===== src/sv/rusi_pkg.sv =====
// ---------------------------------------------------------------------------
// rusi_pkg
// Shared types and constants for the unit sphere ray intersection core.
// ---------------------------------------------------------------------------
`timescale 1ns / 1ps
`default_nettype none

package rusi_pkg;

   // root extraction: one result bit per step, two radicand bits per step
   localparam int RootSteps = 36;
   localparam int RemWidth  = RootSteps + 2;
   localparam int RadWidth  = 2 * RootSteps;

   // b = dot(dir, org) in Q19.16
   localparam int BWidth = 35;

   // hit classes
   localparam logic [2:0] CLASS_ENTER  = 3'd0;
   localparam logic [2:0] CLASS_EXIT   = 3'd1;
   localparam logic [2:0] CLASS_MISS   = 3'd2;
   localparam logic [2:0] CLASS_FAR    = 3'd3;
   localparam logic [2:0] CLASS_BEHIND = 3'd4;

   typedef struct packed {
      logic                     miss;
      logic signed [BWidth-1:0] b;
      logic signed [31:0]       max_distance;
   } side_type;

   typedef struct packed {
      logic [RadWidth-1:0]  rad;
      logic [RemWidth-1:0]  rem;
      logic [RootSteps-1:0] root;
   } root_type;

endpackage

`default_nettype wire


===== src/sv/rusi_root_step.sv =====
// ---------------------------------------------------------------------------
// rusi_root_step
// One registered step of the bit-by-bit square root: takes two radicand
// bits, decides one root bit.
// ---------------------------------------------------------------------------
`timescale 1ns / 1ps
`default_nettype none

module rusi_root_step (
   input  wire logic               clock,
   input  wire logic               reset,
   input  wire logic               advance,
   input  wire logic               in_valid,
   input  wire rusi_pkg::side_type in_side,
   input  wire rusi_pkg::root_type in_root,
   output logic                    out_valid,
   output rusi_pkg::side_type      out_side,
   output rusi_pkg::root_type      out_root
);
   import rusi_pkg::*;

   logic                valid_ff;
   side_type            side_ff;
   root_type            root_ff, root_in;
   logic [RemWidth-1:0] rem_sh;
   logic [RemWidth-1:0] trial;

   always_comb begin
      rem_sh      = {in_root.rem[RemWidth-3:0], in_root.rad[RadWidth-1 -: 2]};
      trial       = {in_root.root, 2'b01};
      root_in.rad = {in_root.rad[RadWidth-3:0], 2'b00};
      if (rem_sh >= trial) begin
         root_in.rem  = rem_sh - trial;
         root_in.root = {in_root.root[RootSteps-2:0], 1'b1};
      end else begin
         root_in.rem  = rem_sh;
         root_in.root = {in_root.root[RootSteps-2:0], 1'b0};
      end
   end

   always_ff @(posedge clock) begin
      if (reset) begin
         valid_ff <= 1'b0;
      end else if (advance) begin
         valid_ff <= in_valid;
      end
   end

   always_ff @(posedge clock) begin
      if (advance) begin
         side_ff <= in_side;
         root_ff <= root_in;
      end
   end

   assign out_valid = valid_ff;
   assign out_side  = side_ff;
   assign out_root  = root_ff;

endmodule

`default_nettype wire


===== config.mk =====
export PLATFORM = sky130hd
export DESIGN_NAME = rusi_root_step
export DESIGN_NICKNAME = d
export VERILOG_FILES = /design/src/sv/rusi_pkg.sv /design/src/sv/rusi_root_step.sv
export SDC_FILE = /design/constraint.sdc
export NUM_CORES = 1
export LEC_CHECK = 0
export ABC_AREA = 1
export BUFFER_PORTS_ARGS = -buffer_cell sky130_fd_sc_hd__buf_2
export CORE_MARGIN = 5
export CORE_UTILIZATION = 25
export CTS_BUF_LIST = sky130_fd_sc_hd__clkbuf_8
export DETAILED_ROUTE_END_ITERATION = 8
export PLACE_DENSITY = 0.47
export SYNTH_ARGS = -nofsm -noshare
export SYNTH_HDL_FRONTEND = slang
export SYNTH_SLANG_ARGS = --single-unit

===== constraint.sdc =====
create_clock -name clock -period 1.95 [get_ports clock]
set_clock_uncertainty 0.1 [all_clocks]
set_input_delay 0.0975 -clock clock [delete_from_list [all_inputs] [get_ports clock]]
set_output_delay 0.0975 -clock clock [all_outputs]
set_load 0.01 [all_outputs]

; ---- Yosys cells after proc, flatten, opt, wreduce, memory -nomap -nowiden
; Index checks and enable logic that the tools add are counted.
[word_totals]
regBits = 213
in_bits = 218
out_inout_bits = 215
elab_cells = 10
[op_classes]
add_sub_neg = 1
n_lt_le_gt_ge = 1
mux = 1
[ops]
columns = operator, count
row1 = 74-bit two-way mux, 1
row2 = 38-bit >= comparator, 1
row3 = 38-bit subtractor, 1

; ---- Depth between registers and ports, before layout
; Gate-level depths: netlist (run 1).
[depth]
word_depth = 2
depth_mapped = 16
mapped_depth_nobuf = 15

; ---- Worst setup path after synthesis (run 1)
; Ideal clock, no wire load.
[synth_path]
path_type = input to register
from = input port in_root[26] (netlist name)
to = register root_ff (netlist bit out_root[73]), data pin
setup_time_ps = 253
arrival_ps = 1479
slack_ps = 118
cell_stages = 11
n_path_buf = 1
path_cell_list = inv_1 ha_1 nand2_2 inv_1 a21oi_1 nand2_1 a21oi_1 nand4_2 buf_6 nand3_1 nand2_1
[synth_lines]
columns = element, line
row1 = from (decl), rusi_root_step.sv:15  ; input wire rusi_pkg::root_type in_root,
row2 = to (signal assigned), rusi_root_step.sv:52  ; root_ff <= root_in;
row3 = to (decl), rusi_root_step.sv:24  ; root_type root_ff, root_in;

==> results of run 1 <==
[how the worst max path moves through the flow]
stage	slack [ps]	depth (start not counted)	end	startpoint
6_report	240	15	out_root[69]	in_root[14]
5_1_grt	80	15	out_root[69]	in_root[14]
4_1_cts	320	15	out_root[69]	in_root[14]
3_5_place_dp	-340	13	out_root[56]	in_root[13]
3_3_place_gp	-310	15	out_root[69]	in_root[14]
2_1_floorplan	120	11	out_root[73]	in_root[26]
[cell type report]
cell class                 count  area [µm²]  area share
sequential                   213        6390       0.371
timing repair buffer         808        5660       0.329
multi-input combinational    595        3210       0.187
tap                          532         666      0.0387
inverter                     151         567      0.0330
clock buffer                  40         551      0.0320
clock inverter                23         153     0.00888
antenna                        2        5.00    0.000291
[metrics by stage]
stage,total power [µW],utilization
4_1_cts,13000,0.421
3_3_place_gp,8450,0.351
5_1_grt,13500,0.421
6_report,12700,0.421
3_5_place_dp,8460,0.351
2_1_floorplan,6950,-
[cells in the final DEF, fill, tap and decap left out, drive strengths merged]
| cell type | synthesis | layout |
|---|---|---|
| dlygate4sd3 | 0 | 216 |
| mux2i | 1 | 1 |
| o21bai | 5 | 5 |
| clkinv | 1 | 13 |
| conb | 1 | 2 |
| clkinvlp | 0 | 1 |
| nand4 | 4 | 4 |
| bufinv | 0 | 2 |
| and3 | 1 | 1 |
| o21ai | 8 | 8 |
| edfxtp | 212 | 212 |
| dfxtp | 1 | 1 |
| a21oi | 28 | 28 |
| nand3b | 9 | 9 |
| inv | 150 | 158 |
| clkbuf | 0 | 40 |
| nand2 | 313 | 313 |
| ha | 38 | 38 |
| xor2 | 19 | 19 |
| xnor2 | 1 | 1 |
| nand3 | 86 | 86 |
| a21o | 2 | 2 |
| nor2 | 71 | 71 |
| buf | 14 | 592 |
| nor3 | 7 | 7 |
| diode | 0 | 2 |
[cell families (layout without fill, tap and decap cells)]
| logic type | Yosys count | count (layout) | synth area share |
|---|---|---|---|
| fa+ha+maj | 38 | 38 | 0.0460 |
| compound gates | 43 | 43 | 0.0229 |
| other cells | 1 | 4 | 0.000363 |
| simple gates | 491 | 491 | 0.223 |
| buf+inv | 165 | 1022 | 0.0719 |
| mux | 1 | 1 | 0.000969 |
| xor+xnor | 20 | 20 | 0.0170 |
| flops | 213 | 213 | 0.618 |
[power by group]
| part | internal (µW) | switching [µW] |
|---|---|---|
| sequential | 5530 | 117 |
| clock | 2160 | 1900 |
| combinational | 1440 | 1600 |
| total | 9120 | 3620 |
[per-layer routing]
layer  track usage  vias up  part of all wire
met5             0        -            0.0020
li1              -     4874                 -
met4        0.0616       12             0.035
met1         0.192     4491              0.37
met3        0.0480       87             0.074
met2         0.325      317              0.52
[sequential cells by signal, indices dropped and copies added, names as in the netlist]
register and cells:
out_root 144, out_side 68, out_valid 1
[worst max-delay path, stage by stage]
cell      delay (ps)
buf_2             90
inv_1             50
ha_1             360
nand2_1          100
buf_4            130
nor2_1           180
inv_1             80
o21bai_1         240
inv_1             60
nand2_1          130
nand2_1          140
nand2_1           90
nand2_1           50
nand3_1           70
nand2_1           70
[what timing repair did]
| action | 4_1_cts | 5_1_grt |
|---|---|---|
| hold buffers | 215 | 1 |
| hold endpoints to repair | 269 | 1 |
| gates resized for setup | 0 | 0 |
| setup buffers | 0 | 0 |
==> results.toml, run 1 <==
[status]
outcome = "finished clean"

[die]
io_pins = 433
die_x_um = 213
dieHeight_um = 213
core_region_area_um2 = 40800
fp.dieArea_um2 = 45500
rows = 74
start_util = 0.253

[synthesis]
ys.flop_type = "edfxtp_1"
ys_seq_elements = 213
synth_area_leaders = "edfxtp_1 62%, nand2_1 11%, inv_1 5.4%"
yosysSeqAreaShare = 0.618
syn_inst = 972
synth_cell_type_count = 35
syn_area_um2 = 10300
yosys_warnings = 0
post_synth.cell_area_avg_um2 = 10.6
async_flop_share = 0
synth_top_cell_area_share = 0.616
yosysMostFrequentCell = "nand2_1"
synth_top_area_cell = "edfxtp_1"
synth_edf_count = 212
synthTopCellsByCount = "290 x nand2_1, 212 x edfxtp_1, 150 x inv_1"

[critical_path]
ff2ff_path_depth = 3
r2r-start = "out_valid"
cp-start-kind = "primary input"
crit_arrival_ps = 1930
reg2reg_slack_ps = 670
worst-path-max-fanout = 4
criticalPathCategory = "primary input to register"
rr_endpoint = "out_valid"
cp-end-kind = "register"
cp_data_required_time_ps = 2180

[placement]
dp_worst_setup_slack_ps = -344
gp_congestion = 0.837
placed_cells = 2083
hpwl_um = 32800
place_area_um2 = 14300
numPortBuffers = 428

[pwr]
ir_drop_v = 0.000440
p_leak_uw = 0.00831
powerDensity_nw_per_um2 = 741

[hold_path]
min_to = "out_root[73]"
hold_class = "primary input to register"
worstHoldStart = "in_root[71]"
hold_depth = 5

[finish]
final_area_um2 = 17200
drive_above_1_share = 0.389
fillers = 4110
area_delta_synth_final_pct = 66.4
fin_cells = 2364
nNetsFinal = 2065

[sta]
fin_crit_sh = 0.875
clock.fmax_mhz = 586
grt_setup_unrepaired = "no"
setup_viol = 0
hold_viol = 0
whs_ps = 19.8
setup_slack_ps = 244
slew_viol_final = 0
layout_min_cycle_time_ps = 1710
setup_tns_ps = 0

[drt]
first_pass_iters = 5
dr_total_vias = 9781
wl_um = 41900
drt_iter0_markers = 475
ant_nets = 0
wl_per_cell_um = 17.7
drc = 0
viasPerCell = 4.14

[cts]
cts_tree = "yes"
htree_levels = 2
cts_buffers = 40
cts_num_sinks = 213
insertion_delay_ps = 550
cts_root_buf = "clkbuf_8"
clkTransAtPathRegs_ps = 60
cts_buffer_depth = 3

[global_route]
gr-total-overflow = 0
grt_pass1_vias = 10300
grt.total_usage = 0.175
grt_pass1_wl_um = 60300
antenna_found_initial = 8
grt_max_degree = 57

[flow_run]
cap_violations = 0
Power figures use the tool's default switching activity.
==> inputs of run 2 (changes only) <==
ABC_AREA = default   (was 1)
PLACE_DENSITY = 0.48   (was 0.47)
==> run 2 against run 1 <==
Against the previous run: the run now ends with hold timing, setup timing left; synthesized cell count is 32% lower; die area is 10% lower; core utilization grew 3.9 points; maximum frequency shrank 18%; count of clock-buffer cells in the layout grew 1; non-clock buffer count shrank 7; area after synthesis fell by 11%; sequential power about the same; critical path depth decreased by 1; critical path type unchanged; largest cell class unchanged.
==> results.toml, run 2 <==
[global_route]
antenna_found_initial = 7
grt_pass1_wl_um = 55200
grt_max_degree = 60
grt_pass1_vias = 9114
grt.total_usage = 0.175
gr-total-overflow = 0

[pwr]
combPwrFrac = 0.252
powerDensity_nw_per_um2 = 756
p_switching_uw = 3620
clkPwrFrac = 0.306
sw_frac_of_total = 0.285
ir_drop_v = 0.000349
p_leak_uw = 0.00743
seqPwrFrac = 0.443
intPower_uw = 9090

[synthesis]
syn_area_um2 = 9220
ys_seq_elements = 213
yosysSeqAreaShare = 0.693
synth_area_leaders = "edfxtp_1 69%, ha_1 5.2%, o21ai_0 2.5%"
ys.flop_type = "edfxtp_1"
async_flop_share = 0
synth_edf_count = 212
synth_cell_type_count = 60
yosys_warnings = 0
synth_top_cell_area_share = 0.691
syn_inst = 658
yosysMostFrequentCell = "edfxtp_1"
synth_top_area_cell = "edfxtp_1"
post_synth.cell_area_avg_um2 = 14.0
synthTopCellsByCount = "212 x edfxtp_1, 58 x nand2_1, 49 x inv_1"

[cts]
cts_buffers = 40
cts_root_buf = "clkbuf_8"
clkTransAtPathRegs_ps = 60
insertion_delay_ps = 580
cts_buffer_depth = 3
cts_num_sinks = 213
htree_levels = 2
cts_tree = "yes"

[sta]
hold_viol = 2
setup_viol = 37
grt_setup_unrepaired = "yes"
setup_slack_ps = -120
clock.fmax_mhz = 483
tightest_slew_ps = 567
fin_crit_sh = 1.06
layout_min_cycle_time_ps = 2070
max-slew-margin-rel = 0.622
setup_tns_ps = -1390
whs_ps = -286
slew_viol_final = 0

[critical_path]
worst-path-max-fanout = 8
cp-end-kind = "register"
criticalPathCategory = "primary input to register"
slowest_delay_ps = 300
crit_slowest_cell = "ha_4"
path_cells = "buf_2, ha_4, a21o_1, a31oi_2, nor3b_2, a2111oi_4, o31a_4, buf_6, o2111ai_4, nand2_8, buf_12, buf_6, nand2_2, o21ai_1"
cp_top_family = "compound AO/OA/AOI/OAI gates"
path_common_cell = "buf_6"
crit_arrival_ps = 2290
cp.depth = 14
cp_data_required_time_ps = 2170
cp-start-kind = "primary input"
crit_buf_inv = 4
ff2ff_path_depth = 3

[die]
dieHeight_um = 202
rows = 70
io_pins = 433
die_x_um = 202
fp.dieArea_um2 = 40800
core_region_area_um2 = 36500
start_util = 0.252

[finish]
layout_commonest_cell = "buf_2"
drive_above_1_share = 0.506
nNetsFinal = 1726
largest_register_ffs = 144
mostFrequentLayoutCells = "417 x buf_2, 214 x dlygate4sd3_1, 212 x edfxtp_1"
area_delta_synth_final_pct = 82.3

[flow_run]
cap_violations = 0

[status]
outcome = "finished, violations left"
violations = "hold timing, setup timing"

[drt]
wl_per_cell_um = 18.9
ant_nets = 0
drt_iter0_markers = 404
first_pass_iters = 5
wl_um = 37300
drc = 0
dr_total_vias = 8491
viasPerCell = 4.31

[placement]
gp_congestion = 0.829
hpwl_um = 27500
dp_worst_setup_slack_ps = -906
numPortBuffers = 428

[hold_path]
hold_depth = 3
hold_class = "primary input to register"
## run 2: cells by family (layout without fill, tap and decap cells)
| family | count (synthesis) | count (layout) | synth area share |
|---|---|---|---|
| flops | 213 | 213 | 0.693 |
| compound gates | 160 | 160 | 0.117 |
| simple gates | 129 | 129 | 0.0665 |
| buf+inv | 82 | 922 | 0.0381 |
| fa+ha+maj | 38 | 38 | 0.0516 |
| xor+xnor | 33 | 33 | 0.0314 |
| mux | 2 | 2 | 0.00271 |
| other cells | 1 | 5 | 0.000407 |
## run 2: timing repair
action                     in CTS  in global routing
cloned                          2                  0
hold buffers                  212                  2
pin swaps                      28                 37
setup buffers                   3                 10
hold endpoints to repair      261                  4
setup endpoints to repair      38                 39
gates resized for setup        70                 88
## run 2: worst paths after layout
check | end | slack [ps] | start
min reg2reg | out_valid | 950 | out_valid
max reg2reg | out_valid | 710 | out_valid
min | out_root[46] | -290 | in_root[44]
max | out_root[73] | -120 | in_root[43]
## run 2: through the flow
step | hold slack, ps | area, µm² | power (µW) | utilization | instances
after floorplan | 69.9 | 9510 | 6860 | - | 659
after global placement | 156 | 13100 | 8220 | 0.360 | 1667
after detailed placement | 162 | 13100 | 8230 | 0.360 | 1667
after CTS | -460 | 16300 | 12800 | 0.446 | 1955
after global routing | -333 | 16800 | 13400 | 0.460 | 1970
final | -286 | 16800 | 12700 | 0.460 | 1970
## run 2: worst register-to-register path: stages (launching register included)
cell	delay [ps]
dfxtp_1	310
mux2i_1	120
nor2_1	60
dlygate4sd3_1	550
## run 2: cell type report
class | count | area (µm²)
clock buffer | 41 | 564
clock inverter | 30 | 133
antenna | 3 | 7.51
inverter | 50 | 210
tap | 468 | 586
sequential | 213 | 6390
fill | 3398 | 19700
multi-input combinational | 364 | 3200
timing repair buffer | 801 | 5720
## run 2: routing by layer
| metal | GRT usage | part of all wire |
|---|---|---|
| met1 | 0.195 | 0.38 |
| met3 | 0.0512 | 0.072 |
| met4 | 0.0737 | 0.036 |
| met5 | 0 | 0.0015 |
| met2 | 0.311 | 0.51 |
## run 2: power by group through the flow
stage | Sequential (µW) | Clock (µW) | Combinational [µW]
2_1_floorplan | 5950 | 0 | 907
3_3_place_gp | 5710 | 0 | 2510
3_5_place_dp | 5720 | 0 | 2520
4_1_cts | 5630 | 4100 | 3050
5_1_grt | 5670 | 4280 | 3460
6_report | 5630 | 3890 | 3200
==> inputs of run 3 (changes only) <==
PLACE_DENSITY = 0.5   (was 0.48)
clock period = 1.8 ns   (was 1.95 ns; I/O delays follow)
==> run 3 against run 2 <==
Against the previous run: the run still ends with hold timing, setup timing left; total power is 14% higher; register-to-register slack worse by 150 ps; design area grew 5.6%; critical path depth up 1; flip-flop and latch count is the same; cell count is 1.7% higher; critical path type unchanged.
==> results.toml, run 3 (synthesis results as in run 2) <==
[status]
outcome = "finished, violations left"
violations = "hold timing, setup timing"

[hold_path]
hold_class = "primary input to register"
min_to = "out_root[43]"
worstHoldStart = "in_root[41]"
hold_depth = 3

[die]
rows = 70
fp.dieArea_um2 = 40800
dieHeight_um = 202
start_util = 0.252
io_pins = 433
die_x_um = 202
core_region_area_um2 = 36500

[critical_path]
crit_arrival_ps = 2230
cp-end-kind = "register"
reg2reg_slack_ps = 560
r2r-start = "out_valid"
crit_slowest_cell = "mux2_4"
criticalPathCategory = "primary input to register"
slowest_delay_ps = 280
path_common_cell = "buf_8"
path_cells = "buf_8, inv_8, ha_4, buf_12, nand3_4, nor3_4, buf_6, a311oi_2, o21ai_2, a31oi_4, o2111ai_4, nand2_4, buf_8, inv_4, mux2_4"
worst-path-max-fanout = 5
cp_data_required_time_ps = 2040
ff2ff_path_depth = 3
cp-start-kind = "primary input"
rr_endpoint = "out_valid"

[global_route]
grt_pass1_vias = 9387
grt_max_degree = 46
grt_busiest_layer = "met2"
antenna_found_initial = 7
gr-total-overflow = 0
grt_pass1_wl_um = 56300
grt.total_usage = 0.178
grtUsageMet2 = 0.320
grt_use_met3 = 0.0488
use_met1 = 0.199

[sta]
hold_viol = 1
setup_viol = 35
clock.fmax_mhz = 503
slew_viol_final = 0
setup_slack_ps = -188
fin_crit_sh = 1.10
layout_min_cycle_time_ps = 1990
grt_setup_unrepaired = "yes"
whs_ps = -300
setup_tns_ps = -3400

[finish]
multi_input_area_um2 = 3600
nNetsFinal = 1763
mostFrequentLayoutCells = "394 x buf_2, 218 x dlygate4sd3_1, 212 x edfxtp_1"
fillers = 3314
seq_area_um2 = 6390
area_delta_synth_final_pct = 92.6
drive_above_1_share = 0.559
largest_register_ffs = 144
layout_commonest_cell = "buf_2"
final_area_um2 = 17800

[drt]
drt_iter0_markers = 425
first_pass_iters = 5
wl_um = 38100
drc = 0
ant_nets = 0
dr_total_vias = 8793
viasPerCell = 4.39
wl_per_cell_um = 19.0

[cts]
cts_root_buf = "clkbuf_8"
cts_num_sinks = 213
cts_tree = "yes"
cts_buffer_depth = 3
cts_buffers = 40
clkTransAtPathRegs_ps = 70
insertion_delay_ps = 570
htree_levels = 2

[pwr]
clkPwrFrac = 0.312
sw_frac_of_total = 0.282
intPower_uw = 10400
combPwrFrac = 0.266
seqPwrFrac = 0.422
p_switching_uw = 4070
p_leak_uw = 0.00770
ir_drop_v = 0.000513
powerDensity_nw_per_um2 = 813

[placement]
hpwl_um = 27000
gp_congestion = 0.848
numPortBuffers = 428
place_area_um2 = 13200

[flow_run]
cap_violations = 0
-- run 3: per-stage QoR --
| step | hold WS (ps) | total power, µW | util | setup WS [ps] | cells |
|---|---|---|---|---|---|
| final | -300 | 14400 | 0.486 | -188 | 2004 |
| after detailed placement | 150 | 8900 | 0.361 | -1160 | 1673 |
| after CTS | -471 | 14400 | 0.472 | -160 | 1985 |
| after global routing | -341 | 15200 | 0.486 | -252 | 2004 |
| after floorplan | 62.4 | 7430 | - | -551 | 659 |
| after global placement | 151 | 8890 | 0.361 | -1100 | 1673 |
-- run 3: layer usage --
metal | vias to the layer above | wire (µm)
li1 | 4156 | -
met1 | 4235 | 14500
met2 | 315 | 19400
met3 | 79 | 2620
met4 | 8 | 1450
met5 | - | 48
-- run 3: repair_timing --
action	in CTS	in global routing
resized for setup	215	81
pin swaps	94	54
cloned	4	1
endpoints found under the hold margin	307	6
hold buffers	213	5
buffers inserted	27	13
setup endpoints to repair	39	39
-- run 3: worst max-delay path by stage --
stage / start / end / slack [ps] / depth (start not counted)
floorplan: in_root[37] / out_root[47] / -550 / 10
global placement: in_root[8] / out_root[73] / -1100 / 13
detailed placement: in_root[21] / out_root[71] / -1160 / 12
CTS: in_root[7] / out_root[58] / -160 / 13
global route: in_root[27] / out_root[47] / -250 / 13
finish: in_root[7] / out_root[47] / -190 / 15
-- run 3: final cells by class --
| type | instances | share of cell area |
|---|---|---|
| clock inverters | 28 | 0.00980 |
| flip-flops and latches | 213 | 0.360 |
| repair buffers | 837 | 0.350 |
| multi-input cells | 365 | 0.203 |
| inverters | 50 | 0.0124 |
| clock buffers | 41 | 0.0318 |
| well taps | 468 | 0.0330 |
| diodes | 2 | 0.000282 |
-- run 3: critical path: cells and delay by family --
kind | cells | cell delay [ps]
compound gates | 4 | 760
buf+inv | 6 | 560
simple gates | 3 | 280
mux | 1 | 280
fa+ha+maj | 1 | 250
-- run 3: power by group through the flow --
| stage | sequential [µW] | combinational, µW | clock [µW] |
|---|---|---|---|
| 5_1_grt | 6130 | 4130 | 4910 |
| 4_1_cts | 6090 | 3640 | 4700 |
| 3_3_place_gp | 6180 | 2710 | 0 |
| 3_5_place_dp | 6180 | 2720 | 0 |
| 6_report | 6090 | 3840 | 4500 |
| 2_1_floorplan | 6450 | 983 | 0 |
