$ cat src/sv/rusi_pkg.sv
// ---------------------------------------------------------------------------
// rusi_pkg
// Shared types and constants for the unit sphere ray intersection core.
// ---------------------------------------------------------------------------
`timescale 1ns / 1ps
`default_nettype none

package rusi_pkg;

   // root extraction: one result bit per step, two radicand bits per step
   localparam int RootSteps = 36;
   localparam int RemWidth  = RootSteps + 2;
   localparam int RadWidth  = 2 * RootSteps;

   // b = dot(dir, org) in Q19.16
   localparam int BWidth = 35;

   // hit classes
   localparam logic [2:0] CLASS_ENTER  = 3'd0;
   localparam logic [2:0] CLASS_EXIT   = 3'd1;
   localparam logic [2:0] CLASS_MISS   = 3'd2;
   localparam logic [2:0] CLASS_FAR    = 3'd3;
   localparam logic [2:0] CLASS_BEHIND = 3'd4;

   typedef struct packed {
      logic                     miss;
      logic signed [BWidth-1:0] b;
      logic signed [31:0]       max_distance;
   } side_type;

   typedef struct packed {
      logic [RadWidth-1:0]  rad;
      logic [RemWidth-1:0]  rem;
      logic [RootSteps-1:0] root;
   } root_type;

endpackage

`default_nettype wire

$ cat src/sv/rusi_classify.sv
// ---------------------------------------------------------------------------
// rusi_classify
// Two stages: candidate distances, then class, hit flag and new distance.
// ---------------------------------------------------------------------------
`timescale 1ns / 1ps
`default_nettype none

module rusi_classify (
   input  wire logic                          clock,
   input  wire logic                          reset,
   input  wire logic                          advance,
   input  wire logic                          in_valid,
   input  wire rusi_pkg::side_type            in_side,
   input  wire logic [rusi_pkg::RootSteps-1:0] in_root,
   input  wire logic [15:0]                   epsilon,
   output logic                               out_valid,
   output logic                               out_hit,
   output logic [2:0]                         out_hit_class,
   output logic signed [31:0]                 out_distance
);
   import rusi_pkg::*;

   logic [1:0]         vld_ff;
   logic signed [37:0] l1_ff, l1_in, l2_ff, l2_in;
   logic               miss_ff;
   logic signed [31:0] maxd_ff;

   logic               hit_ff, hit_in;
   logic [2:0]         cls_ff, cls_in;
   logic signed [31:0] dist_ff, dist_in;
   logic signed [37:0] maxd_x, eps_x, pick;

   function automatic logic signed [31:0] sat32(input logic signed [37:0] v);
      if (v > 38'sd2147483647) begin
         return 32'sh7FFFFFFF;
      end else if (v < -38'sd2147483648) begin
         return 32'sh80000000;
      end
      return v[31:0];
   endfunction

   always_comb begin
      l1_in = -38'(in_side.b) - $signed({2'b00, in_root});
      l2_in = -38'(in_side.b) + $signed({2'b00, in_root});

      maxd_x  = 38'(maxd_ff);
      eps_x   = $signed(38'(epsilon));
      hit_in  = 1'b0;
      pick    = '0;
      dist_in = maxd_ff;
      if (miss_ff) begin
         cls_in = CLASS_MISS;
      end else if (maxd_x < l1_ff) begin
         cls_in = CLASS_FAR;
      end else if (eps_x < l1_ff) begin
         cls_in = CLASS_ENTER;
         hit_in = 1'b1;
         pick   = l1_ff;
      end else if (maxd_x < l2_ff) begin
         cls_in = CLASS_FAR;
      end else if (eps_x < l2_ff) begin
         cls_in = CLASS_EXIT;
         hit_in = 1'b1;
         pick   = l2_ff;
      end else begin
         cls_in = CLASS_BEHIND;
      end
      if (hit_in) begin
         dist_in = sat32(pick);
      end
   end

   always_ff @(posedge clock) begin
      if (reset) begin
         vld_ff <= '0;
      end else if (advance) begin
         vld_ff <= {vld_ff[0], in_valid};
      end
   end

   always_ff @(posedge clock) begin
      if (advance) begin
         l1_ff   <= l1_in;
         l2_ff   <= l2_in;
         miss_ff <= in_side.miss;
         maxd_ff <= in_side.max_distance;
         hit_ff  <= hit_in;
         cls_ff  <= cls_in;
         dist_ff <= dist_in;
      end
   end

   assign out_valid     = vld_ff[1];
   assign out_hit       = hit_ff;
   assign out_hit_class = cls_ff;
   assign out_distance  = dist_ff;

endmodule

`default_nettype wire

$ cat config.mk
export PLATFORM = sky130hd
export DESIGN_NAME = rusi_classify
export DESIGN_NICKNAME = d
export VERILOG_FILES = /design/src/sv/rusi_pkg.sv /design/src/sv/rusi_classify.sv
export SDC_FILE = /design/constraint.sdc
export NUM_CORES = 1
export LEC_CHECK = 0
export BUFFER_PORTS_ARGS = -buffer_cell sky130_fd_sc_hd__buf_2
export CAP_MARGIN = 20
export CORE_ASPECT_RATIO = 1.75
export CORE_MARGIN = 3
export CORE_UTILIZATION = 55
export CTS_BUF_LIST = sky130_fd_sc_hd__clkbuf_8
export CTS_CLUSTER_DIAMETER = 150
export DETAILED_ROUTE_END_ITERATION = 8
export PLACE_DENSITY = 0.8
export SLEW_MARGIN = 10
export SYNTH_ARGS = -nofsm -noshare
export SYNTH_HDL_FRONTEND = slang
export SYNTH_SLANG_ARGS = --single-unit
$ cat constraint.sdc
create_clock -name clock -period 4.35 [get_ports clock]
set_clock_uncertainty 0.1 [all_clocks]
set_input_delay 0.2175 -clock clock [delete_from_list [all_inputs] [get_ports clock]]
set_output_delay 0.2175 -clock clock [all_outputs]
set_load 0.01 [all_outputs]
-- Yosys cells after proc, flatten, opt, wreduce, memory -nomap -nowiden
Index checks and enable logic that the tools add are counted.
- register bits after elaboration: 147
- bits of input ports: 124
- output and inout bits: 37
- logic and storage cells: 42
- add/sub/neg operators: 3
- $lt $le $gt $ge: 6
- mux-type cells: 21
- reductions and logical operators: 2
- operator list (cell ; count):
    $mux 38 ; 5
    $mux 32 ; 4
    $lt 17x38->1 ; 2
    $lt 32x38->1 ; 2
    $add 38x37->38 ; 1
    $gt 38x32->1 const B ; 1
    $lt 38x32->1 const B ; 1
    $neg 35->38 ; 1
    $sub 38x37->38 ; 1
    $mux 1 ; 9
    $mux 2 ; 2
    $reduce_or 4->1 ; 1
    $mux 3 ; 1
    $reduce_or 2->1 ; 1

-- Depth between registers and ports, before layout
Gate-level depths: netlist of run 1.
- depth after elaboration: 12
- depth in mapped cells: 19

-- Worst setup path before layout of run 1
OpenSTA, ideal clock, no wires.
- path kind: input port to flip-flop
- start point: input in_side[49] (netlist bit)
- end point: register l2_ff[36], data pin
- arrival: 4.255 ns
- data required time: 3.976 ns
- setup slack: -0.279 ns
- stages on the path: 16
- cell sequence: or4_4 > or3_1 > or2_4 > nor3_1 > xnor2_1 > ha_1 > clkbuf_1 > or4_1 > or3_1 > nor3_1 > a221o_1 > o41ai_2 > o31ai_1 > a221oi_2 > nor4b_1 > a211oi_1
- word-level cells in the longest chain between the ends: 2
- ends and longest elaborated chain (element ; line ; source):
    from (decl) ; rusi_classify.sv:13 ; input wire rusi_pkg::side_type in_side,
    $neg 35->38 ; rusi_classify.sv:44 ; l2_in = -38'(in_side.b) + $signed({2'b00, in_root});
    $add 38x37->38 ; rusi_classify.sv:44 ;
    net l2_in[36] ; rusi_classify.sv:24 ; logic signed [37:0] l1_ff, l1_in, l2_ff, l2_in;
    to (signal assigned) ; rusi_classify.sv:84 ; l2_ff <= l2_in;
    to (decl) ; rusi_classify.sv:24 ;
The timed path passes the listed nets, and every way through them passes these cells.
A chain may end at the register's enable or synchronous reset.

-- Final worst setup path of run 1
- start point: input in_side[43] (netlist bit)
- end point: register l1_ff[37], data pin
- word-level cells in the longest chain between the ends: 2
- ends and longest elaborated chain (element ; line ; source):
    $neg 35->38 ; rusi_classify.sv:43 ; l1_in = -38'(in_side.b) - $signed({2'b00, in_root});
    $sub 38x37->38 ; rusi_classify.sv:43 ;
    net l1_in[37] ; rusi_classify.sv:24 ;
    to (signal assigned) ; rusi_classify.sv:83 ; l1_ff <= l1_in;
    to (decl) ; rusi_classify.sv:24 ;
The timed path passes the listed nets, and every way through them passes these cells.

==> results of run 1 <==
## power breakdown
group	switching [mW]	total [mW]	internal (mW)
registers	0.136	1.97	1.84
clock network	0.532	1.16	0.631
logic	1.05	1.95	0.905
## worst max-delay path, delay by kind of cell
family | cells | cell delay [ns]
and+or+nand+nor | 6 | 1.90
xor gates and xnor gates | 2 | 0.29
buffers and inverters | 2 | 0.15
adders and majority gates | 1 | 0.16
AOI/OAI and AO/OA | 7 | 1.62
## cells in the final DEF, fill, tap and decap left out, drive strengths merged, types with 15 or more instances in the layout
cell type / n
a22o: 17
dlygate4sd3: 35
nor3: 34
buf: 337
o21ai: 44
edfxtp: 144
xor2: 21
a21oi: 80
nor4: 20
nand2: 53
a221o: 32
nor2: 91
ha: 178
clkbuf: 17
or3: 15
inv: 160
a21o: 61
xnor2: 76
nand4: 24
## flip-flops by register name, summed over array words and instances (netlist names)
name	flops
maxd_ff	32
out_distance	32
vld_ff	2
l1_ff	38
miss_ff	1
l2_ff	37
out_hit_class	3
out_hit	1
## layout make-up
cell class                      count  area share
Clock buffer                       17      0.0150
Clock inverter                     15      0.0132
Inverter                          154      0.0372
Multi-Input combinational cell    924       0.469
Sequential cell                   146       0.280
Tap cell                          292      0.0235
Timing Repair Buffer              372       0.161
## worst max-delay path by stage
stage | start | end | depth (start not counted)
finish | in_side[43] | l1_ff[37] | 18
global route | in_side[49] | l1_ff[37] | 17
CTS | l2_ff[7] | out_distance[30] | 18
detailed placement | in_side[43] | l1_ff[37] | 18
global placement | in_side[43] | l1_ff[37] | 18
floorplan | in_side[49] | l2_ff[36] | 16
## what timing repair did
item	CTS	global route
hold buffers	35	0
hold endpoints to repair	35	0
resized for setup	3	21
setup buffers	5	1
pin swaps	3	15
setup endpoints to repair	1	40
## kinds of logic (layout without fill, tap and decap cells)
logic type,Yosys count,after routing
flip-flops,146,146
AND/OR/NAND/NOR,312,312
XOR/XNOR,97,97
buffers and inverters,197,558
adder cells (fa/ha/maj),180,180
AO/OA/AOI/OAI,332,332
multiplexers,3,3
## per-stage QoR
step | hold slack, ns | TNS [ns]
after global routing | 0.0521 | -0.0565
after CTS | 0.0224 | 0
after floorplan | 0.190 | -0.203
after global placement | 0.293 | -2.89
final | 0.0356 | 0
after detailed placement | 0.294 | -5.25
## per-layer routing
metal	up-vias	wire length, um
met4	0	1700
met1	5093	13000
met2	334	17300
li1	5343	-
met5	-	0
met3	107	1180
==> impl_metrics.ini, run 1 <==
[final_layout]
fin_nets = 1919
final-instance-count-excl-fill = 1920
multi_input_area_um2 = 7300
design_area_um2 = 15600
drive_above_1_share = 0.256
n_fill_cell = 1684
regArea_um2 = 4360
fin_util = 0.718
num_antenna_cells = 0
syn_to_final_growth_pct = 27.2

[sta]
setup_ws_ns = 0.128
finalSetupViolCount = 0
max_freq_mhz = 237
final.min_clock_period_ns = 4.22
drv_slew = 0
hold_viol_final = 0
fin_crit_sh = 0.971
rsz0062_at_grt = yes
slew_headroom = 0.554
worst_pin_slew_ns = 0.652

[yosys]
muxShareOfSynthArea = 0.00246
avgSynthCellArea_um2 = 9.65
yosysTopAreaCell = edfxtp_1
synth_area_um2 = 12200
seq_area_frac_synth = 0.357
synth_warnings = 0
netlist_top_cells_count = 178 x ha_1, 154 x inv_1, 144 x edfxtp_1
syn-instance-count = 1267
synth_edf_count = 144
synth-seq-cells = 146
synth_adder_area_share = 0.185
async_flop_share = 0
synth_top_family_by_area = compound AO/OA/AOI/OAI gates
synth_area_leaders = edfxtp_1 35%, ha_1 18%, xnor2_1 5.4%
synth_most_common_cell = ha_1
synth_ff_type = edfxtp_1
synthesis.nets = 1571
yosysTopAreaCellShare = 0.354
synth-compound-area-share = 0.192
synth-simple-area-share = 0.132
synth_cell_type_count = 69
synth_xor_area_frac = 0.0695

[detailed_routing]
wl_per_cell_um = 17.3
drc_errors = 0
drtPass1Iterations = 6
first_iter_violations = 788
ant_nets = 0
finalWirelength_um = 33200
vias = 10900
viasPerCell = 5.67

[floorplanning]
core_um2 = 21700
io_pins = 161
start_util = 0.564
num_rows = 71
die_x_um = 119
die-area_um2 = 24100
die_h_um = 203

[setup_path]
crit_chain = buf_2 > or4_4 > or3_4 > nor2_4 > inv_2 > or3_4 > xor2_4 > ha_4 > a21o_1 > a21o_1 > a221oi_2 > nand2_1 > o211ai_1 > a31oi_1 > or4_1 > a31o_2 > a211oi_2 > xor2_1
worstPathMaxFanout = 3
max_stage_delay_ns = 0.54
reg2regPathDepth = 18
start_kind = primary input
cp.arrival_ns = 4.34
worstSetupPathType = in -> reg
regToRegSetupSlack_ns = 0.13
required_ns = 4.47
worstReg2RegStart = l2_ff[7]
cp_slowest_cell = or4_4
r2r_end = out_distance[5]
critPathCaptureType = flop

[grt]
grtUsageMet3 = 0.0269
globalRouteMet1Util = 0.308
grt_pass1_vias = 11000
track_usage = 0.274
grt_start_max_net_pins = 74
antenna_found_initial = 0
overflow = 0
grtUsageMet2 = 0.509
grt_busiest_layer = met2
grt_pass1_wl_um = 53200

[placed_design]
io_buffers = 160
post-place-ws_ns = -0.519
hpwl_um = 26900
gp_congestion = 1.02
post_dp_cell_area_um2 = 14600
dp_cells = 1847

[worst_hold_path]
hold_class = in -> reg
worstHoldEndpoint = l2_ff[1]
min_path_cells = 2
hold_path_startpoint = in_root[1]

[clocking]
cts_made_buffers = 17
h-tree-depth = 4
clockBufferDepth = 2
clk_pin_slew_ns = 0.08
clock-sinks = 146
cts_tree = built
insertion_delay_ns = 0.47
ctsRootBufferMaster = clkbuf_8

[power_and_ir_drop]
p_leak_nw = 7.28
p_total_mw = 5.09
power_density_nw_per_um2 = 327
max-vdd-ir-drop_uv = 166

[job]
drv_cap = 0

[run_status]
run_status = completed
Note: power is estimated with default switching activity, not from simulation.
==> run 2: changes to the inputs <==
--- a/config.mk
+++ b/config.mk
@@ -7,13 +7,16 @@
 export LEC_CHECK = 0
 export BUFFER_PORTS_ARGS = -buffer_cell sky130_fd_sc_hd__buf_2
 export CAP_MARGIN = 20
+export CELL_PAD_IN_SITES_DETAIL_PLACEMENT = 1
+export CELL_PAD_IN_SITES_GLOBAL_PLACEMENT = 1
 export CORE_ASPECT_RATIO = 1.75
 export CORE_MARGIN = 3
-export CORE_UTILIZATION = 55
+export CORE_UTILIZATION = 42
 export CTS_BUF_LIST = sky130_fd_sc_hd__clkbuf_8
 export CTS_CLUSTER_DIAMETER = 150
 export DETAILED_ROUTE_END_ITERATION = 8
-export PLACE_DENSITY = 0.8
+export PLACE_DENSITY = 0.79
+export REMOVE_ABC_BUFFERS = 1
 export SLEW_MARGIN = 10
 export SYNTH_ARGS = -nofsm -noshare
 export SYNTH_HDL_FRONTEND = slang
==> run 2 against run 1 <==
The run now ends with design-rule violations left; clock power is 12% lower; setup slack worse by 0.10 ns; core utilization decreased by 16 points; wire length is 25% higher; design area grew 2.9%; largest cell class unchanged.
==> impl_metrics.ini, run 2 (same netlist as run 1, synthesis figures left out) <==
[clocking]
insertion_delay_ns = 0.49
clockBufferDepth = 2
clk_pin_slew_ns = 0.09
clock-sinks = 146
ctsRootBufferMaster = clkbuf_8
h-tree-depth = 4
cts_tree = built
cts_made_buffers = 17

[setup_path]
worstPathMaxFanout = 3
cpMostUsedCell = or3_4
worstSetupPathType = in -> reg
cp_slowest_cell = or4_4
start_kind = primary input
max_stage_delay_ns = 0.56
required_ns = 4.48
crit_chain = buf_6 > or4_4 > or3_4 > nor2_4 > inv_2 > or3_4 > xor2_4 > ha_4 > and3_4 > and2_1 > a221oi_2 > buf_4 > nand2_1 > o211ai_1 > a31oi_1 > or4_1 > a31o_2 > a211oi_2 > xor2_1
cp.arrival_ns = 4.45
startpoint = in_side[43]
path_delay_family = simple AND/OR/NAND/NOR gates
critPathCaptureType = flop
worstReg2RegStart = l2_ff[7]
crit_buf_inv = 3

[grt]
grt_start_max_net_pins = 88
grt_pass1_vias = 12700
antenna_found_initial = 0
overflow = 0
track_usage = 0.263
grt_pass1_wl_um = 64500

[sta]
slew_headroom = 0.475
finalSetupViolCount = 0
drv_slew = 0
fin_crit_sh = 0.994
worst_pin_slew_ns = 0.768
hold_viol_final = 0
setup_ws_ns = 0.0251
whs_ns = 0.0703
final.min_clock_period_ns = 4.32
rsz0062_at_grt = yes
max_freq_mhz = 231

[floorplanning]
die_x_um = 135
io_pins = 161
die_h_um = 232
die-area_um2 = 31300
start_util = 0.427
core_um2 = 28600
num_rows = 82

[final_layout]
n_fill_cell = 3292
layout_commonest_cell = buf_4
regMostFlops = l1_ff
largest_registers = l1_ff: 38 flops, l2_ff: 37 flops
fin_util = 0.559
largest_register_ffs = 38
drive_above_1_share = 0.279
final_cell_mix = 195 x buf_4, 174 x ha_1, 158 x buf_2
syn_to_final_growth_pct = 30.9
fin_nets = 1946

[detailed_routing]
wl_per_cell_um = 20.5
drtPass1Iterations = 5
drc_errors = 1
vias = 11500
viasPerCell = 5.63
first_iter_violations = 588
ant_nets = 0
finalWirelength_um = 41600

[power_and_ir_drop]
p_int_mw = 3.26
p_switching_mw = 1.88
p_leak_nw = 7.43
seqPwrFrac = 0.389
max-vdd-ir-drop_uv = 200
comb_power_share = 0.413
p_total_mw = 5.13
pwr-share-clk = 0.198
power_density_nw_per_um2 = 321
sw_frac_of_total = 0.366

[placed_design]
post-place-ws_ns = -0.743
hpwl_um = 33900
io_buffers = 160
gp_congestion = 0.924

[run_status]
violations = design-rule violations
run_status = complete, but fails checks

[job]
drv_cap = 0

[worst_hold_path]
hold_path_startpoint = in_root[0]
hold_class = in -> reg
[run 2: routing by layer]
metal / vias to the layer above / global-route usage / part of all wire
met1: 5595 / 0.265 / 0.36
met5: - / 0 / 0
met2: 313 / 0.508 / 0.55
met3: 153 / 0.0273 / 0.028
met4: 0 / 0.156 / 0.062
li1: 5392 / - / -
[run 2: area by class of cell]
cell class / count / area [um2] / share of cell area
multi-input cells: 924 / 7460 / 0.466
flip-flops and latches: 146 / 4360 / 0.273
repair buffers: 399 / 2760 / 0.173
inverters: 154 / 578 / 0.0361
well taps: 378 / 473 / 0.0295
clock buffers: 17 / 234 / 0.0146
clock inverters: 14 / 131 / 0.00821
diodes: 1 / 2.50 / 0.000156
[run 2: path summary, 6_finish.rpt]
check	cells past startpoint	endpoint	slack, ns
worst max-delay path	19	l1_ff[37]	0.03
worst min-delay path	3	l1_ff[0]	0.07
worst max register to register	18	out_distance[11]	0.18
worst min register to register	2	vld_ff[1]	0.43
[run 2: tightest hold or removal path: cells and delay by family]
family | cells | cell delay [ns]
adders and majority gates | 1 | 0.14
buffers and inverters | 2 | 0.13
[run 2: timing repair]
item,in CTS,in global routing
resized for setup,13,54
hold endpoints to repair,36,0
hold buffers,36,0
pin swaps,5,20
buffers inserted,1,5
setup endpoints to repair,19,48
[run 2: through the flow]
step,std cells,area (um2),setup TNS (ns)
finish,2033,16000,0
global route,2032,16000,-0.314
CTS,2027,15700,-0.00347
detailed placement,1959,14900,-10.29
global placement,1959,14900,-8.25
floorplan,1224,12100,-29.88
[run 2: power groups by stage]
stage | registers (mW) | logic [mW] | clock network [mW]
2_1_floorplan | 1.98 | 1.14 | 0
3_3_place_gp | 2.01 | 1.90 | 0
3_5_place_dp | 2.02 | 2.02 | 0
4_1_cts | 1.99 | 2.07 | 1.04
5_1_grt | 2.01 | 2.33 | 1.08
6_report | 2.00 | 2.12 | 1.02
==> run 3: changes to the inputs <==
--- a/config.mk
+++ b/config.mk
@@ -10,7 +10,7 @@
 export CELL_PAD_IN_SITES_DETAIL_PLACEMENT = 1
 export CELL_PAD_IN_SITES_GLOBAL_PLACEMENT = 1
 export CORE_ASPECT_RATIO = 1.75
-export CORE_MARGIN = 3
+export CORE_MARGIN = 4
 export CORE_UTILIZATION = 42
 export CTS_BUF_LIST = sky130_fd_sc_hd__clkbuf_8
 export CTS_CLUSTER_DIAMETER = 150
==> run 3 against run 2 <==
The run ends with negative setup slack left; first-iteration DRC count is 17% lower; hold slack worse by 0.0093 ns; flip-flop and latch count stayed put; sequential share of layout area hardly changed; sequential power hardly changed; clock-buffer cell count stayed put; design area is 0.14% lower; wire length is 0.61% higher; largest cell class unchanged.
==> impl_metrics.ini, run 3 (same netlist as run 1, synthesis figures left out) <==
[run_status]
run_status = complete, but fails checks
violations = negative setup slack

[worst_hold_path]
worstHoldEndpoint = l2_ff[1]
hold_class = in -> reg
min_path_cells = 2
hold_path_startpoint = in_root[1]

[sta]
setup_tns_ns = -0.0576
drv_slew = 0
max_freq_mhz = 227
setup_ws_ns = -0.0576
whs_ns = 0.0610
fin_crit_sh = 1.01
final.min_clock_period_ns = 4.41
slew_headroom = 0.498
worst_pin_slew_ns = 0.753
hold_viol_final = 0
finalSetupViolCount = 1
rsz0062_at_grt = yes

[setup_path]
start_kind = primary input
max_stage_delay_ns = 0.56
regToRegSetupSlack_ns = 0.10
cp_slowest_cell = or4_4
r2r_end = out_distance[22]
critPathCaptureType = flop
worstPathMaxFanout = 4
worstReg2RegStart = l2_ff[7]
cp.arrival_ns = 4.54
reg2regPathDepth = 17
worstSetupPathType = in -> reg
required_ns = 4.48
crit_chain = buf_6 > or4_4 > or3_4 > buf_4 > nor2_4 > nand2_2 > xor2_2 > ha_4 > a21o_1 > a21o_1 > a221oi_4 > buf_4 > nand2_2 > o211ai_1 > a31oi_1 > or4_1 > a31o_2 > a211oi_2 > xor2_1

[floorplanning]
die_x_um = 137
die_h_um = 234
die-area_um2 = 32000
io_pins = 161
start_util = 0.426
core_um2 = 28700
num_rows = 82

[final_layout]
multi_input_area_um2 = 7430
n_fill_cell = 3338
layout_commonest_cell = buf_4
largest_register_ffs = 38
final_cell_mix = 202 x buf_4, 174 x ha_1, 158 x buf_2
design_area_um2 = 16000
fin_util = 0.556
regMostFlops = l1_ff
syn_to_final_growth_pct = 30.7
fin_nets = 1947
largest_registers = l1_ff: 38 flops, l2_ff: 37 flops
drive_above_1_share = 0.279
final-instance-count-excl-fill = 2036
regArea_um2 = 4360

[clocking]
insertion_delay_ns = 0.48
clockBufferDepth = 2
cts_made_buffers = 17
h-tree-depth = 4
ctsRootBufferMaster = clkbuf_8
clock-sinks = 146
cts_tree = built
clk_pin_slew_ns = 0.09

[detailed_routing]
vias = 11400
viasPerCell = 5.60
first_iter_violations = 487
finalWirelength_um = 41900
drtPass1Iterations = 5
ant_nets = 0
wl_per_cell_um = 20.6
drc_errors = 0

[grt]
overflow = 0
grt_pass1_vias = 12700
track_usage = 0.258
grt_pass1_wl_um = 64500
grt_start_max_net_pins = 86
antenna_found_initial = 2

[placed_design]
gp_congestion = 0.952
post_dp_cell_area_um2 = 14800
dp_cells = 1956
hpwl_um = 33400
io_buffers = 160

[power_and_ir_drop]
power_density_nw_per_um2 = 326
p_leak_nw = 7.42
max-vdd-ir-drop_uv = 227

[job]
drv_cap = 0
[run 3: cell types whose count changed in the layout (fill, tap and decap cells not counted), sizes merged]
cell         previous run  this run
buf                   363       365
diode                   1         2
dlygate4sd3            36        35
clkinvlp                1         2
bufinv                  1         2
clkinv                  6         2
inv                   160       163
[run 3: how the worst max path moves through the flow]
stage	slack, ns	startpoint	endpoint	depth (start not counted)
after floorplan	-0.90	l2_ff[7]	out_distance[0]	17
after global placement	-0.81	in_side[43]	l1_ff[37]	19
after detailed placement	-0.93	in_side[43]	l1_ff[37]	19
after CTS	-0.02	in_side[43]	l1_ff[37]	19
after global routing	-0.19	in_side[43]	l1_ff[37]	19
final	-0.06	in_side[43]	l1_ff[37]	19
[run 3: stage by stage]
step,power [mW],setup WS [ns]
4_1_cts,5.16,-0.0157
3_3_place_gp,3.90,-0.807
3_5_place_dp,4.03,-0.925
5_1_grt,5.53,-0.188
6_report,5.21,-0.0576
2_1_floorplan,3.12,-0.904
[run 3: timing repair]
item / in CTS / in global routing
resized for setup: 19 / 44
pin swaps: 9 / 21
buffers inserted: 3 / 8
endpoints found under the setup margin: 10 / 44
endpoints found under the hold margin: 35 / 0
hold buffers: 35 / 0
[run 3: area by class of cell]
class                           count  area share
Antenna cell                        2    0.000313
Clock buffer                       17      0.0146
Clock inverter                     15      0.0106
Inverter                          154      0.0362
Multi-Input combinational cell    924       0.465
Sequential cell                   146       0.273
Tap cell                          378      0.0296
Timing Repair Buffer              400       0.171
[run 3: metal layers]
| layer | routed length, um | vias to the layer above | share of wire | GRT usage |
|---|---|---|---|---|
| li1 | - | 5399 | - | - |
| met1 | 14800 | 5525 | 0.35 | 0.264 |
| met2 | 23300 | 345 | 0.56 | 0.498 |
| met3 | 1520 | 140 | 0.036 | 0.0321 |
| met4 | 2240 | 0 | 0.053 | 0.137 |
| met5 | 0 | - | 0 | 0 |
[run 3: where the power goes]
group	total, mW	internal (mW)	switching [mW]	leakage (nW)
Combinational	2.13	0.955	1.17	5.80
Sequential	1.99	1.84	0.149	1.42
Clock	1.10	0.527	0.569	0.202
[run 3: worst max-delay path: cells and delay by family]
| kind | cells | cell delay (ns) |
|---|---|---|
| and+or+nand+nor | 6 | 1.62 |
| AOI/OAI and AO/OA | 7 | 1.61 |
| buffers and inverters | 3 | 0.43 |
| xor gates and xnor gates | 2 | 0.39 |
| adders and majority gates | 1 | 0.26 |
